**src/sv/ntrp_pkg.sv**
```systemverilog
`timescale 1ns / 1ps
// ----------------------------------------------------------------------------
// ntrp_pkg
// Types and constants shared by the NDEF text record page parser.
// ----------------------------------------------------------------------------
package ntrp_pkg;

  localparam int MAX_RECORD_BYTES = 144;
  localparam int LIMIT_BYTES      = (MAX_RECORD_BYTES / 4) * 4;
  localparam int POS_W            = $clog2(LIMIT_BYTES + 1);
  // compares need room for payload_length + 6 and tlv_length + 3
  localparam int CMP_W            = (POS_W > 9) ? POS_W : 9;

  localparam logic [7:0] TLV_NDEF  = 8'h03;
  localparam logic [7:0] TLV_TERM  = 8'hFE;
  localparam logic [7:0] REC_HDR   = 8'hD1;
  localparam logic [7:0] TYPE_LEN  = 8'h01;
  localparam logic [7:0] TYPE_TEXT = 8'h54;
  localparam logic [7:0] LANG_MASK = 8'h3F;

  // header byte positions
  localparam int POS_START    = 0;
  localparam int POS_TLV_LEN  = 1;
  localparam int POS_REC_HDR  = 2;
  localparam int POS_TYPE_LEN = 3;
  localparam int POS_PAY_LEN  = 4;
  localparam int POS_TYPE     = 5;
  localparam int POS_LANG     = 6;
  localparam int POS_TEXT     = 7;
  localparam int MIN_RECORD   = 9;

  typedef enum logic [2:0] {
    ST_OK          = 3'd0,
    ST_READ_FAIL   = 3'd1,
    ST_BAD_RECORD  = 3'd2,
    ST_LEN_INCOMPL = 3'd3,
    ST_NOT_TEXT    = 3'd4,
    ST_BAD_META    = 3'd5,
    ST_TRUNCATED   = 3'd6
  } status_t;

  typedef struct packed {
    logic [7:0] page_byte0;
    logic [7:0] page_byte1;
    logic [7:0] page_byte2;
    logic [7:0] page_byte3;
    logic       read_ok;
  } page_t;

  typedef struct packed {
    logic [7:0] text_byte0;
    logic [7:0] text_byte1;
    logic [7:0] text_byte2;
    logic [7:0] text_byte3;
    logic [3:0] text_mask;
    logic       done_res;
    status_t    status;
  } result_t;

  typedef struct packed {
    logic [POS_W-1:0] byte_position;
    logic [7:0]       tlv_length;
    logic [7:0]       payload_length;
    logic [5:0]       language_length;
    logic             header_match;
    logic             start_match;
  } parse_state_t;

  localparam parse_state_t STATE_RESET = '{
    byte_position:   '0,
    tlv_length:      8'd0,
    payload_length:  8'd0,
    language_length: 6'd0,
    header_match:    1'b1,
    start_match:     1'b1
  };

endpackage

```
**src/sv/ndef_text_record_page_parser_unit.sv**
```systemverilog
`timescale 1ns / 1ps
// ----------------------------------------------------------------------------
// ndef_text_record_page_parser_unit
// Streams NDEF TLV text records page by page; emits masked text bytes and a
// final done/status item per record.
// ----------------------------------------------------------------------------
//  channel | signals                     | dir | payload
//  page    | page_valid, page_ready      | in  | ntrp_pkg::page_t
//  res     | res_valid,  res_ready       | out | ntrp_pkg::result_t
//
// One page accepted per cycle unless res stalls, one result item per page,
// via input register, then result register. The page parse is a single pass of
// four chained byte steps between those registers. rst is synchronous and
// clears the pipeline valids and the record state. A stall on res backs up
// through the input register; page_ready drops only when both stages are full.
// ----------------------------------------------------------------------------
module ndef_text_record_page_parser_unit (
  input  logic              clk,
  input  logic              rst,
  input  logic              page_valid,
  output logic              page_ready,
  input  ntrp_pkg::page_t   page,
  output logic              res_valid,
  input  logic              res_ready,
  output ntrp_pkg::result_t res
);

  logic                   s1_valid;
  ntrp_pkg::page_t        s1_page;
  ntrp_pkg::parse_state_t state;
  ntrp_pkg::parse_state_t state_next;
  ntrp_pkg::result_t      step_res;
  logic                   adv;

  assign adv        = s1_valid && (!res_valid || res_ready);
  assign page_ready = !s1_valid || adv;

  ntrp_page_step u_step (
    .cur  (state),
    .page (s1_page),
    .nxt  (state_next),
    .res  (step_res)
  );

  always_ff @(posedge clk) begin
    if (rst) begin
      s1_valid  <= 1'b0;
      res_valid <= 1'b0;
      state     <= ntrp_pkg::STATE_RESET;
    end else begin
      if (page_ready) s1_valid <= page_valid;
      if (adv) begin
        res_valid <= 1'b1;
        state     <= state_next;
      end else if (res_ready) begin
        res_valid <= 1'b0;
      end
    end
  end

  always_ff @(posedge clk) begin
    if (page_valid && page_ready) s1_page <= page;
    if (adv) res <= step_res;
  end

`ifndef SYNTHESIS
  a_status_only_on_done: assert property (@(posedge clk) disable iff (rst)
    res_valid && !res.done_res |-> res.status == ntrp_pkg::ST_OK)
    else $error("status set without done");

  a_read_fail_no_text: assert property (@(posedge clk) disable iff (rst)
    res_valid && res.status == ntrp_pkg::ST_READ_FAIL |->
      res.text_mask == 4'd0 && res.done_res)
    else $error("read failure item carries text");

  a_unmasked_zero: assert property (@(posedge clk) disable iff (rst)
    res_valid |-> (res.text_mask[0] || res.text_byte0 == 8'd0) &&
                  (res.text_mask[1] || res.text_byte1 == 8'd0) &&
                  (res.text_mask[2] || res.text_byte2 == 8'd0) &&
                  (res.text_mask[3] || res.text_byte3 == 8'd0))
    else $error("unmasked text byte not zero");

  a_reset_after_done: assert property (@(posedge clk) disable iff (rst)
    adv && step_res.done_res |=> state == ntrp_pkg::STATE_RESET)
    else $error("record state not cleared after done");
`endif

endmodule

```
**src/sv/ntrp_page_step.sv**
```systemverilog
`timescale 1ns / 1ps
// ----------------------------------------------------------------------------
// ntrp_page_step
// Parses one four-byte page against the running record state; gives the
// result item and the state to keep.
// ----------------------------------------------------------------------------
module ntrp_page_step (
  input  ntrp_pkg::parse_state_t cur,
  input  ntrp_pkg::page_t        page,
  output ntrp_pkg::parse_state_t nxt,
  output ntrp_pkg::result_t      res
);

  logic [7:0]                 pg [4];
  logic [7:0]                 tb [4];
  logic [3:0]                 mask;
  logic                       term;
  logic                       done;
  ntrp_pkg::parse_state_t     st;
  ntrp_pkg::status_t          stat;
  logic [ntrp_pkg::CMP_W-1:0] pc;
  logic [ntrp_pkg::CMP_W-1:0] pl;
  logic [ntrp_pkg::CMP_W-1:0] ll;
  logic [ntrp_pkg::CMP_W-1:0] tl;
  logic [ntrp_pkg::CMP_W-1:0] len;

  assign pg[0] = page.page_byte0;
  assign pg[1] = page.page_byte1;
  assign pg[2] = page.page_byte2;
  assign pg[3] = page.page_byte3;

  always_comb begin
    st   = cur;
    term = 1'b0;
    mask = '0;
    pc   = '0;
    pl   = '0;
    ll   = '0;
    for (int i = 0; i < 4; i++) begin
      tb[i] = 8'd0;
      if (!term) begin
        if (st.byte_position == ntrp_pkg::POS_W'(ntrp_pkg::POS_START)) begin
          st.start_match = (pg[i] == ntrp_pkg::TLV_NDEF);
        end else if (st.byte_position == ntrp_pkg::POS_W'(ntrp_pkg::POS_TLV_LEN)) begin
          st.tlv_length = pg[i];
        end else if (st.byte_position == ntrp_pkg::POS_W'(ntrp_pkg::POS_REC_HDR)) begin
          if (pg[i] != ntrp_pkg::REC_HDR) st.header_match = 1'b0;
        end else if (st.byte_position == ntrp_pkg::POS_W'(ntrp_pkg::POS_TYPE_LEN)) begin
          if (pg[i] != ntrp_pkg::TYPE_LEN) st.header_match = 1'b0;
        end else if (st.byte_position == ntrp_pkg::POS_W'(ntrp_pkg::POS_PAY_LEN)) begin
          st.payload_length = pg[i];
        end else if (st.byte_position == ntrp_pkg::POS_W'(ntrp_pkg::POS_TYPE)) begin
          if (pg[i] != ntrp_pkg::TYPE_TEXT) st.header_match = 1'b0;
        end else if (st.byte_position == ntrp_pkg::POS_W'(ntrp_pkg::POS_LANG)) begin
          st.language_length = 6'(pg[i] & ntrp_pkg::LANG_MASK);
        end
        pc = ntrp_pkg::CMP_W'(st.byte_position);
        pl = ntrp_pkg::CMP_W'(st.payload_length);
        ll = ntrp_pkg::CMP_W'(st.language_length);
        // text window: 7 + lang .. 5 + payload, only while the header holds
        if (pc >= ntrp_pkg::CMP_W'(ntrp_pkg::POS_TEXT) && st.start_match &&
            st.header_match && pl >= ll + ntrp_pkg::CMP_W'(1) &&
            pc >= ll + ntrp_pkg::CMP_W'(ntrp_pkg::POS_TEXT) &&
            pc < pl + ntrp_pkg::CMP_W'(6)) begin
          mask[i] = 1'b1;
          tb[i]   = pg[i];
        end
        st.byte_position = st.byte_position + ntrp_pkg::POS_W'(1);
        if (pg[i] == ntrp_pkg::TLV_TERM) term = 1'b1;
      end
    end
  end

  always_comb begin
    len  = ntrp_pkg::CMP_W'(st.byte_position);
    tl   = ntrp_pkg::CMP_W'(st.tlv_length);
    done = term || (st.byte_position >= ntrp_pkg::POS_W'(ntrp_pkg::LIMIT_BYTES));
    if (len < ntrp_pkg::CMP_W'(ntrp_pkg::MIN_RECORD) || !st.start_match) begin
      stat = ntrp_pkg::ST_BAD_RECORD;
    end else if (tl + ntrp_pkg::CMP_W'(3) > len) begin
      stat = ntrp_pkg::ST_LEN_INCOMPL;
    end else if (!st.header_match) begin
      stat = ntrp_pkg::ST_NOT_TEXT;
    end else if (ntrp_pkg::CMP_W'(st.payload_length) <
                 ntrp_pkg::CMP_W'(st.language_length) + ntrp_pkg::CMP_W'(1)) begin
      stat = ntrp_pkg::ST_BAD_META;
    end else if (ntrp_pkg::CMP_W'(st.payload_length) + ntrp_pkg::CMP_W'(6) > len) begin
      stat = ntrp_pkg::ST_TRUNCATED;
    end else begin
      stat = ntrp_pkg::ST_OK;
    end

    if (!page.read_ok) begin
      // failed read: page ignored, parse aborted
      res.text_byte0 = 8'd0;
      res.text_byte1 = 8'd0;
      res.text_byte2 = 8'd0;
      res.text_byte3 = 8'd0;
      res.text_mask  = 4'd0;
      res.done_res   = 1'b1;
      res.status     = ntrp_pkg::ST_READ_FAIL;
      nxt            = ntrp_pkg::STATE_RESET;
    end else begin
      res.text_byte0 = tb[0];
      res.text_byte1 = tb[1];
      res.text_byte2 = tb[2];
      res.text_byte3 = tb[3];
      res.text_mask  = mask;
      res.done_res   = done;
      res.status     = done ? stat : ntrp_pkg::ST_OK;
      nxt            = done ? ntrp_pkg::STATE_RESET : st;
    end
  end

endmodule
```
**config.mk**
```make
export PLATFORM = sky130hd
export DESIGN_NAME = ndef_text_record_page_parser_unit
export DESIGN_NICKNAME = d
export VERILOG_FILES = /design/src/sv/ntrp_pkg.sv /design/src/sv/ndef_text_record_page_parser_unit.sv /design/src/sv/ntrp_page_step.sv
export SDC_FILE = /design/constraint.sdc
export NUM_CORES = 1
export LEC_CHECK = 0
export ABC_AREA = 0
export BUFFER_PORTS_ARGS = -buffer_cell sky130_fd_sc_hd__buf_2
export CAP_MARGIN = 20
export CELL_PAD_IN_SITES_DETAIL_PLACEMENT = 0
export CELL_PAD_IN_SITES_GLOBAL_PLACEMENT = 1
export CORE_ASPECT_RATIO = 1.5
export CORE_UTILIZATION = 30
export CTS_CLUSTER_SIZE = 12
export DETAILED_ROUTE_END_ITERATION = 10
export PLACE_DENSITY_LB_ADDON = 0.1
export SYNTH_ARGS = -nofsm -noshare
export SYNTH_HDL_FRONTEND = slang
export SYNTH_SLANG_ARGS = --single-unit
```
**constraint.sdc**
```tcl
create_clock -name clk -period 7.1 [get_ports clk]
set_input_delay 1.42 -clock clk [delete_from_list [all_inputs] [get_ports clk]]
set_output_delay 1.42 -clock clk [all_outputs]
set_load 0.01 [all_outputs]
```
==> metrics.md, run 1 <==
| Metric | Value |
|---|---|
| Outcome | finished, final reports clean |
| Clock buffer depth | 2 |
| Cell taking the most area after synthesis | edfxtp_1 |
| Number of flops mapped to enable cells by yosys | 73 |
| Peak VDD IR | 90.0 uV |
| Final ANT Viol Nets | 0 |
| Critical path's slowest cell | o31ai_2 |
| CP max stage delay | 580 ps |
| Final Hold Viols | 0 |
| Logic pwr share | 0.229 |
| Cell row count | 87 |
| Lkg Pwr | 5.79 nW |
| Fin area | 13200 sq um |
| First-pass GRT wire length | about 71000 um |
| Total negative setup slack | 0 ps |
| IO Pins | 79 |
| Total Routing Usage GR | 0.248 |
| H-tree levels | 3 |
| Setup CP Type | flop to flop |
| Async S/R FF share, synth | 0 |
| Port bufs | 78 |
| CP Max Fanout | 12 |
| Setup Buffers After CTS | 0 |
| Pin count of the biggest net entering global routing | between 40 and 50 |
| Die ar. | 39300 sq um |
| Routability Congestion | 0.960 |
| DRT Pass-1 Iters | 5 |
| Int Power | 0.00110 W |
| CP delay by family, top | compound AO/OA/AOI/OAI gates |
| Placed Area | 12800 sq um |
| Post-Route WL | between 40000 and 50000 um |
| Mean area per synthesized cell | around 8.4 sq um |
| Psw | 0.000585 W |
| Crit path required time | 7260 ps |
| Root buf cell | clkbuf_16 |
| Final Non-Filler Cells | 1960 |
| Crit path time final | 6750 ps |
| Fraction of synthesized cell area taken by the top area cell type | 0.190 |
| Top cell by count, worst path | a21o_1 |
| DP Cell Count | 1944 |
| Dpl hpwl | 39000 um |
| Fin. max-slew vios | 0 |
| CTS tree | done |
| Switching Fraction | 0.347 |
| Worst-path clk slew | roughly 90 ps |
| DIE WIDTH | 162 um |
| Final nets | ~1600 |
| Fraction of layout cells with a size suffix above 1 | 0.169 |
| Total gr overflow | 0 |
| Post-Synthesis Cells | about 1400 |
| Initial antenna violation count | 0 |
| Initial Util | 0.306 |
| Initial drt markers | 613 |
| CP Cell Sequence | ha_2 > xnor2_2 > inv_4 > o2111ai_2 > a21oi_2 > or4b_4 > a21o_1 > or2_0 > o31ai_2 > mux2_2 > nor3_2 > nor2_1 > ha_1 > a21o_1 > a21oi_1 > nor2b_1 > o21ai_0 > nand2b_1 > a21o_1 > or3_1 > o2111a_1 > o211a_2 > and2_1 |
| Skew final | 18.3 ps |
| Hold Path Class | flop to flop |
| Fmax | 148 MHz |
| Power Density | about 130 nW/um^2 |
| Number of diodes | 0 |
| Crit. End Element | flop |
| Most frequent cell after synthesis | ha_1 |
| Sequential power share | 0.425 |
| Commonest cells post-synth | ha_1, nand2_1, nor2_1 |
| Setup crit start kind | flop |
| Main area contributors after synthesis | edfxtp_1, ha_1, mux2i_1 |
| RSZ-0062 raised after global routing | false |
| WP buf/inv | 1 |
| Seq/Total Area, Yosys | 0.249 |
| Max_cap viols | 0 |
| Power share of the clock group | 0.346 |
| # clock sinks | 107 |
| Cts hold-fix bufs | 0 |
| Total design power | about 0.0017 W |
| DR vias | ~11000 |
| Die height | approximately 240 um |
| Critical Path AT | 6900 ps |
| Ys Warns | 0 |
| Final period util | 0.950 |
| Clock Latency Late Sink | 400 ps |
| Yosys cell types | approximately 90 |
| Worst Tran Pin Value | between 1000 and 1500 ps |
| # DRC | 0 |
| Num CTS Buffers | 9 |
| Layout area overhead | 14.2% |
| WL/cell | 24.7 um |
| Yosys reg bits | 107 |
| Setup-failing EPs final | 0 |
| Via/cell ratio | 5.51 |
| Cell Area, Synth | 11500 sq um |
| Syn_nets | roughly 1500 |
| Post-CTS sizing | 0 |
| Worst slew margin | 0.304 |
| Dominant synthesized flop cell | edfxtp_1 |
| Vias in the first global route | roughly 11000 |
| Core ar. | 37800 sq um |
-- placed cells by master, fill, tap and decap left out, types with 27 or more instances in the layout --
cell type,n
nor2_1,102
nand3_1,52
a21oi_1,66
and3_1,27
dfxtp_1,34
o21ai_0,78
ha_1,126
nand4_1,28
mux2i_1,70
buf_2,78
inv_1,75
edfxtp_1,73
nand2_1,108
buf_4,77
mux2_2,37
xnor2_1,48
xor2_1,39
-- flip-flops by register name, summed over array words and instances (netlist names) --
register / flops
res: 40
res_valid: 1
s1_page: 33
s1_valid: 1
state: 32
-- area by class of cell --
type                    instances  area [sq um]
fillers                      3966         24600
inverters                      80           303
clock inverters                 7           100
repair buffers                155           968
clock buffers                   9           225
flip-flops and latches        107          2870
multi-input cells            1113          8100
well taps                     489           612
-- per-stage QoR --
stage / setup WS, ps / hold WS, ps / util
2_1_floorplan: 795 / 433 / -
3_3_place_gp: 208 / 442 / 0.340
3_5_place_dp: 199 / 446 / 0.340
4_1_cts: 149 / 460 / 0.349
5_1_grt: 43.8 / 480 / 0.349
6_report: 353 / 460 / 0.349
-- path summary, 6_finish.rpt --
check | slack, ps | from | to | depth (start not counted)
setup / recovery | 350 | state[24] | res[9] | 23
hold / removal | 460 | state[4] | state[4] | 2
setup reg to reg | 350 | state[24] | res[9] | 23
hold reg to reg | 460 | state[4] | state[4] | 2
-- power by group through the flow --
stage               logic [W]  registers [W]  clock network, W
global placement     0.000385       0.000730                 0
CTS                  0.000387       0.000716          0.000601
floorplan            0.000242       0.000721                 0
detailed placement   0.000385       0.000730                 0
finish               0.000386       0.000716          0.000584
global route         0.000420       0.000719          0.000620
-- kinds of logic (layout without fill, tap and decap cells) --
group / after synthesis / in the layout / synth area share
simple gates: 487 / 487 / 0.219
xor+xnor: 92 / 92 / 0.0736
compound gates: 298 / 298 / 0.171
flops: 107 / 107 / 0.249
fa+ha+maj: 127 / 127 / 0.138
mux: 109 / 109 / 0.0988
buf+inv: 147 / 251 / 0.0508
-- routing by layer --
| metal | up-vias | GRT usage | wire length, um |
|---|---|---|---|
| li1 | 5188 | - | - |
| met1 | 5177 | 0.272 | 18700 |
| met2 | 319 | 0.453 | 25000 |
| met3 | 106 | 0.0223 | 1500 |
| met4 | 0 | 0.155 | 3220 |
| met5 | - | 0 | 0 |
-- tightest hold or removal path: cells and delay by family (launching register included) --
kind / cells / cell delay, ps
flops: 1 / 320
simple gates: 1 / 50
compound gates: 1 / 50
No activity file was read; power rests on OpenSTA's default activity.
==> inputs of run 2 (changes only) <==
CORE_UTILIZATION = 40   (was 30)
==> run 2 against run 1 <==
Final cell count decreased by 8.4%. Highest routed layer unchanged. Hold slack improved by 2.9 ps. Critical path depth unchanged. Critical endpoint unchanged. Largest cell class unchanged. Routed wire length down 8.9%. Largest power group unchanged. Count of clock-buffer cells in the layout unchanged. First-iteration DRC count up 25%.
==> metrics.md, run 2 (synthesis results as in run 1) <==
| Metric | Value |
|---|---|
| Outcome | finished, final reports clean |
| Power share of the clock group | 0.343 |
| Fraction of layout cells with a size suffix above 1 | 0.158 |
| Setup CP Type | flop to flop |
| Final design utilization | 0.456 |
| Cell row count | 75 |
| Commonest non-fill, non-tap cell in the layout | ha_1 |
| Total Routing Usage GR | 0.303 |
| Max_cap viols | 0 |
| Hold slack | 463 ps |
| RSZ-0062 raised after global routing | false |
| Largest regs | res x40, s1_page x33, state x32 |
| Root buf cell | clkbuf_16 |
| Initial Util | 0.410 |
| CP Cell Sequence | ha_2 > xnor2_2 > inv_4 > o2111ai_2 > a21oi_2 > or4b_4 > a21o_1 > or2_0 > o31ai_2 > mux2_2 > ha_1 > ha_1 > a21o_1 > a21oi_1 > nor2b_1 > o21ai_0 > nand2b_1 > a21o_1 > a311oi_1 > a211oi_1 > o2111a_1 > o211a_2 > and2_1 |
| Dpl hpwl | roughly 35000 um |
| Clock Latency Late Sink | 400 ps |
| Initial drt markers | 766 |
| WL/cell | 24.6 um |
| Core ar. | 28200 sq um |
| Psw | about 0.00056 W |
| Peak VDD IR | 126 uV |
| Pin count of the biggest net entering global routing | 47 |
| Crit path required time | 7260 ps |
| Skew final | roughly 15 ps |
| # clock sinks | approximately 110 |
| Int Power | 0.00110 W |
| Port bufs | 78 |
| First-pass GRT wire length | 65300 um |
| DR vias | ~11000 |
| Total negative setup slack | 0 ps |
| CTS tree | done |
| IO Pins | 79 |
| Final Hold Viols | 0 |
| Register area | between 2000 and 3000 sq um |
| Logic pwr share | 0.222 |
| Worst-path clk slew | 90 ps |
| Final period util | 0.946 |
| # DRC | 0 |
| Post-Route WL | 44100 um |
| Switching Fraction | 0.338 |
| Via/cell ratio | 6.01 |
| Area taken by multi-input logic gates | 8110 sq um |
| Fillers | 2889 |
| Critical Path AT | 6880 ps |
| Fin. max-slew vios | 0 |
| Largest register FFs | 40 |
| Critical path's slowest cell | dfxtp_1 |
| Crit. End Element | flop |
| Layout area overhead | 11.4% |
| Final ANT Viol Nets | 0 |
| Clock buffer depth | 2 |
| Total gr overflow | 0 |
| Top cell by count, worst path | a21o_1 |
| Lkg Pwr | roughly 5.7 nW |
| Vias in the first global route | 10571 |
| Power Density | 129 nW/um^2 |
| H-tree levels | 3 |
| Die ar. | 29500 sq um |
| CP max stage delay | 550 ps |
| Worst Tran Pin Value | 1110 ps |
| Setup-failing EPs final | 0 |
| Setup crit start kind | flop |
| DRT Pass-1 Iters | 7 |
| Sequential power share | 0.435 |
| Crit path time final | 6720 ps |
| Setup Buffers After CTS | 0 |
| Hold Path Class | flop to flop |
| Fmax | 149 MHz |
| Num CTS Buffers | 9 |
| DIE WIDTH | between 100 and 150 um |
| Die height | 210 um |
| Worst slew margin | 0.253 |
| Biggest register | res |
| CP Max Fanout | 12 |
| Final nets | 1609 |
| Most frequent cells in the layout | ha_1, nand2_1, nor2_1, o21ai_0, buf_2 |
| Routability Congestion | ~0.97 |
| Initial antenna violation count | 0 |
| Number of diodes | 0 |
## run 2: power by group through the flow
stage	registers (W)	logic, W	clock network [W]
2_1_floorplan	0.000721	0.000242	0
6_report	0.000720	0.000367	0.000569
4_1_cts	0.000720	0.000366	0.000585
3_5_place_dp	0.000734	0.000364	0
5_1_grt	0.000723	0.000402	0.000601
3_3_place_gp	0.000734	0.000362	0
## run 2: area by class of cell
| type | count | area share |
|---|---|---|
| Timing Repair Buffer | 134 | 0.0629 |
| Clock inverter | 7 | 0.00798 |
| Sequential cell | 107 | 0.224 |
| Inverter | 80 | 0.0236 |
| Clock buffer | 9 | 0.0175 |
| Tap cell | 346 | 0.0337 |
| Multi-Input combinational cell | 1113 | 0.631 |
## run 2: per-layer routing
metal / track usage / vias to the layer above / wire (um)
li1: - / 5147 / -
met1: 0.331 / 5258 / 17100
met2: 0.559 / 293 / 22900
met3: 0.0350 / 96 / 1440
met4: 0.175 / 0 / 2590
met5: 0 / - / 0
## run 2: what timing repair did
action / 4_1_cts / 5_1_grt
resized for setup: 0 / 3
setup endpoints to repair: 0 / 12
hold buffers: 0 / 0
## run 2: final timing paths
kind             start        to  slack, ps  cells after the start
max          state[24]    res[9]        380                     23
min           state[4]  state[4]        460                      2
max reg2reg  state[24]    res[9]        380                     23
min reg2reg   state[4]  state[4]        460                      2
## run 2: worst max-delay path, delay by kind of cell, from the launching register on
| family | cells | cell delay [ps] |
|---|---|---|
| AOI/OAI and AO/OA | 12 | 2900 |
| xor gates and xnor gates | 1 | 220 |
| adders and majority gates | 3 | 880 |
| buffers and inverters | 1 | 190 |
| DFF | 1 | 550 |
| muxes | 1 | 370 |
| and+or+nand+nor | 5 | 1350 |
## run 2: through the flow
stage	area (sq um)	total power (W)	worst slack, ps	instances
floorplan	11500	0.000963	795	1367
global placement	12500	0.00110	444	1779
detailed placement	12500	0.00110	302	1780
CTS	12800	0.00167	247	1796
global route	12900	0.00173	17.4	1796
finish	12900	0.00166	385	1796
==> inputs of run 3 (changes only) <==
==> constraint.sdc (replaced) <==
create_clock -name clk -period 8.2 [get_ports clk]
set_input_delay 1.64 -clock clk [delete_from_list [all_inputs] [get_ports clk]]
set_output_delay 1.64 -clock clk [all_outputs]
set_load 0.02 [all_outputs]
==> run 3 against run 2 <==
Clock power fell by 14%. First-iteration DRC count fell by 18%. Die area did not move. Critical endpoint is now res[2].
==> metrics.md, run 3 (synthesis results as in run 1) <==
| Metric | Value |
|---|---|
| Hold Path Class | flop to flop |
| Final Hold Viols | 0 |
| Total Routing Usage GR | 0.294 |
| # clock sinks | 107 |
| Crit path time final | 7150 ps |
| Worst Tran Pin Value | 996 ps |
| WL/cell | ~24 um |
| Levels on crit path | 30 |
| Vias in the first global route | ~10000 |
| # DRC | 0 |
| Number of diodes | 0 |
| Clock buffer depth | 2 |
| IO Pins | just under 80 |
| Fmax | between 100 and 150 MHz |
| Initial drt markers | ~630 |
| Num CTS Buffers | 9 |
| Fillers | 2849 |
| Critical path's slowest cell | nor4_1 |
| Power Density | 113 nW/um^2 |
| Largest regs | res x40, s1_page x33, state x32 |
| Max_cap viols | 0 |
| Crit path required time | between 8000 and 9000 ps |
| Biggest register | res |
| Worst slew margin | 0.331 |
| FF-to-FF path depth | 30 |
| Layout area overhead | 9.29% |
| Final ANT Viol Nets | 0 |
| RSZ-0062 raised after global routing | false |
| Setup Buffers After CTS | 0 |
| Setup CP Type | flop to flop |
| Outcome | finished, final reports clean |
| H-tree levels | 3 |
| WP buf/inv | 7 |
| Peak VDD IR | 126 uV |
| Post-CTS sizing | 0 |
| Initial Util | 0.410 |
| Cell row count | 75 |
| CP Max Fanout | 12 |
| Routability Congestion | 1.00 |
| Setup-failing EPs final | 0 |
| Pin count of the biggest net entering global routing | 47 |
| Worst-path clk slew | 90 ps |
| Root buf cell | clkbuf_16 |
| Register area | 2870 sq um |
| Skew final | 18.7 ps |
| Final nets | 1580 |
| Clock Latency Late Sink | 400 ps |
| Post-Route WL | 42900 um |
| Initial antenna violation count | 0 |
| DR vias | 10565 |
| Dpl hpwl | roughly 34000 um |
| Lkg Pwr | 5.54 nW |
| Placed Area | 12300 sq um |
| Final period util | 0.871 |
| CP delay by family, top | simple AND/OR/NAND/NOR gates |
| CP max stage delay | 690 ps |
| Total gr overflow | 0 |
| Fraction of layout cells with a size suffix above 1 | 0.139 |
| CTS tree | done |
| Cts hold-fix bufs | 0 |
| Via/cell ratio | 5.98 |
| Most frequent cells in the layout | ha_1, nand2_1, nor2_1, o21ai_0, buf_2 |
| Largest register FFs | 40 |
| Die height | 210 um |
| First-pass GRT wire length | 63700 um |
| Port bufs | 78 |
| Core ar. | 28200 sq um |
| Die ar. | 29500 sq um |
| Total negative setup slack | 0 ps |
| Fin. max-slew vios | 0 |
| Commonest non-fill, non-tap cell in the layout | ha_1 |
| DIE WIDTH | 141 um |
| Setup crit start kind | flop |
| Area taken by multi-input logic gates | 8090 sq um |
| Fin area | about 13000 sq um |
| WHS Path Cells | 2 |
| DRT Pass-1 Iters | 5 |
| Critical Path AT | 7400 ps |
| Crit. End Element | flop |
## run 3: final timing paths
path / start / endpoint / slack [ps]
worst max-delay path: state[24] / res[2] / 1050
worst min-delay path: state[7] / state[7] / 460
worst max register to register: state[24] / res[2] / 1050
worst min register to register: state[7] / state[7] / 460
## run 3: area by class of cell
cell class / instances / area share
Tap cell: 346 / 0.0343
Inverter: 80 / 0.0240
Timing Repair Buffer: 105 / 0.0468
Sequential cell: 107 / 0.228
Multi-Input combinational cell: 1113 / 0.641
Clock inverter: 7 / 0.00784
Clock buffer: 9 / 0.0179
## run 3: layer usage
layer | share of wire | global-route usage | wire [um]
met1 | 0.40 | 0.337 | 17100
met2 | 0.50 | 0.515 | 21400
met3 | 0.034 | 0.0338 | 1460
met4 | 0.067 | 0.195 | 2880
met5 | 0 | 0 | 0
## run 3: power by group
group / leakage (nW) / switching [W] / total (W) / internal, W
Combinational: 4.41 / 0.000197 / 0.000314 / 0.000118
Sequential: 0.976 / 0.0000298 / 0.000627 / 0.000598
Clock: 0.158 / 0.000261 / 0.000488 / 0.000228
Total: 5.54 / 0.000487 / 0.00143 / 0.000943
## run 3: tightest hold or removal path, stage by stage, from the launching register on
cell and delay [ps]:
dfxtp_1 320, nand2_1 50, a21oi_1 50
## run 3: metrics by stage
| stage | worst slack (ps) | hold WS, ps | total power, W | instances | utilization |
|---|---|---|---|---|---|
| final | 1050 | 463 | 0.00143 | 1767 | 0.448 |
| after global routing | 458 | 490 | 0.00150 | 1767 | 0.448 |
| after CTS | 1150 | 464 | 0.00144 | 1767 | 0.448 |
| after detailed placement | 1210 | 451 | 0.000951 | 1751 | 0.437 |
| after global placement | 1350 | 450 | 0.000951 | 1750 | 0.436 |
| after floorplan | 1890 | 433 | 0.000840 | 1367 | - |
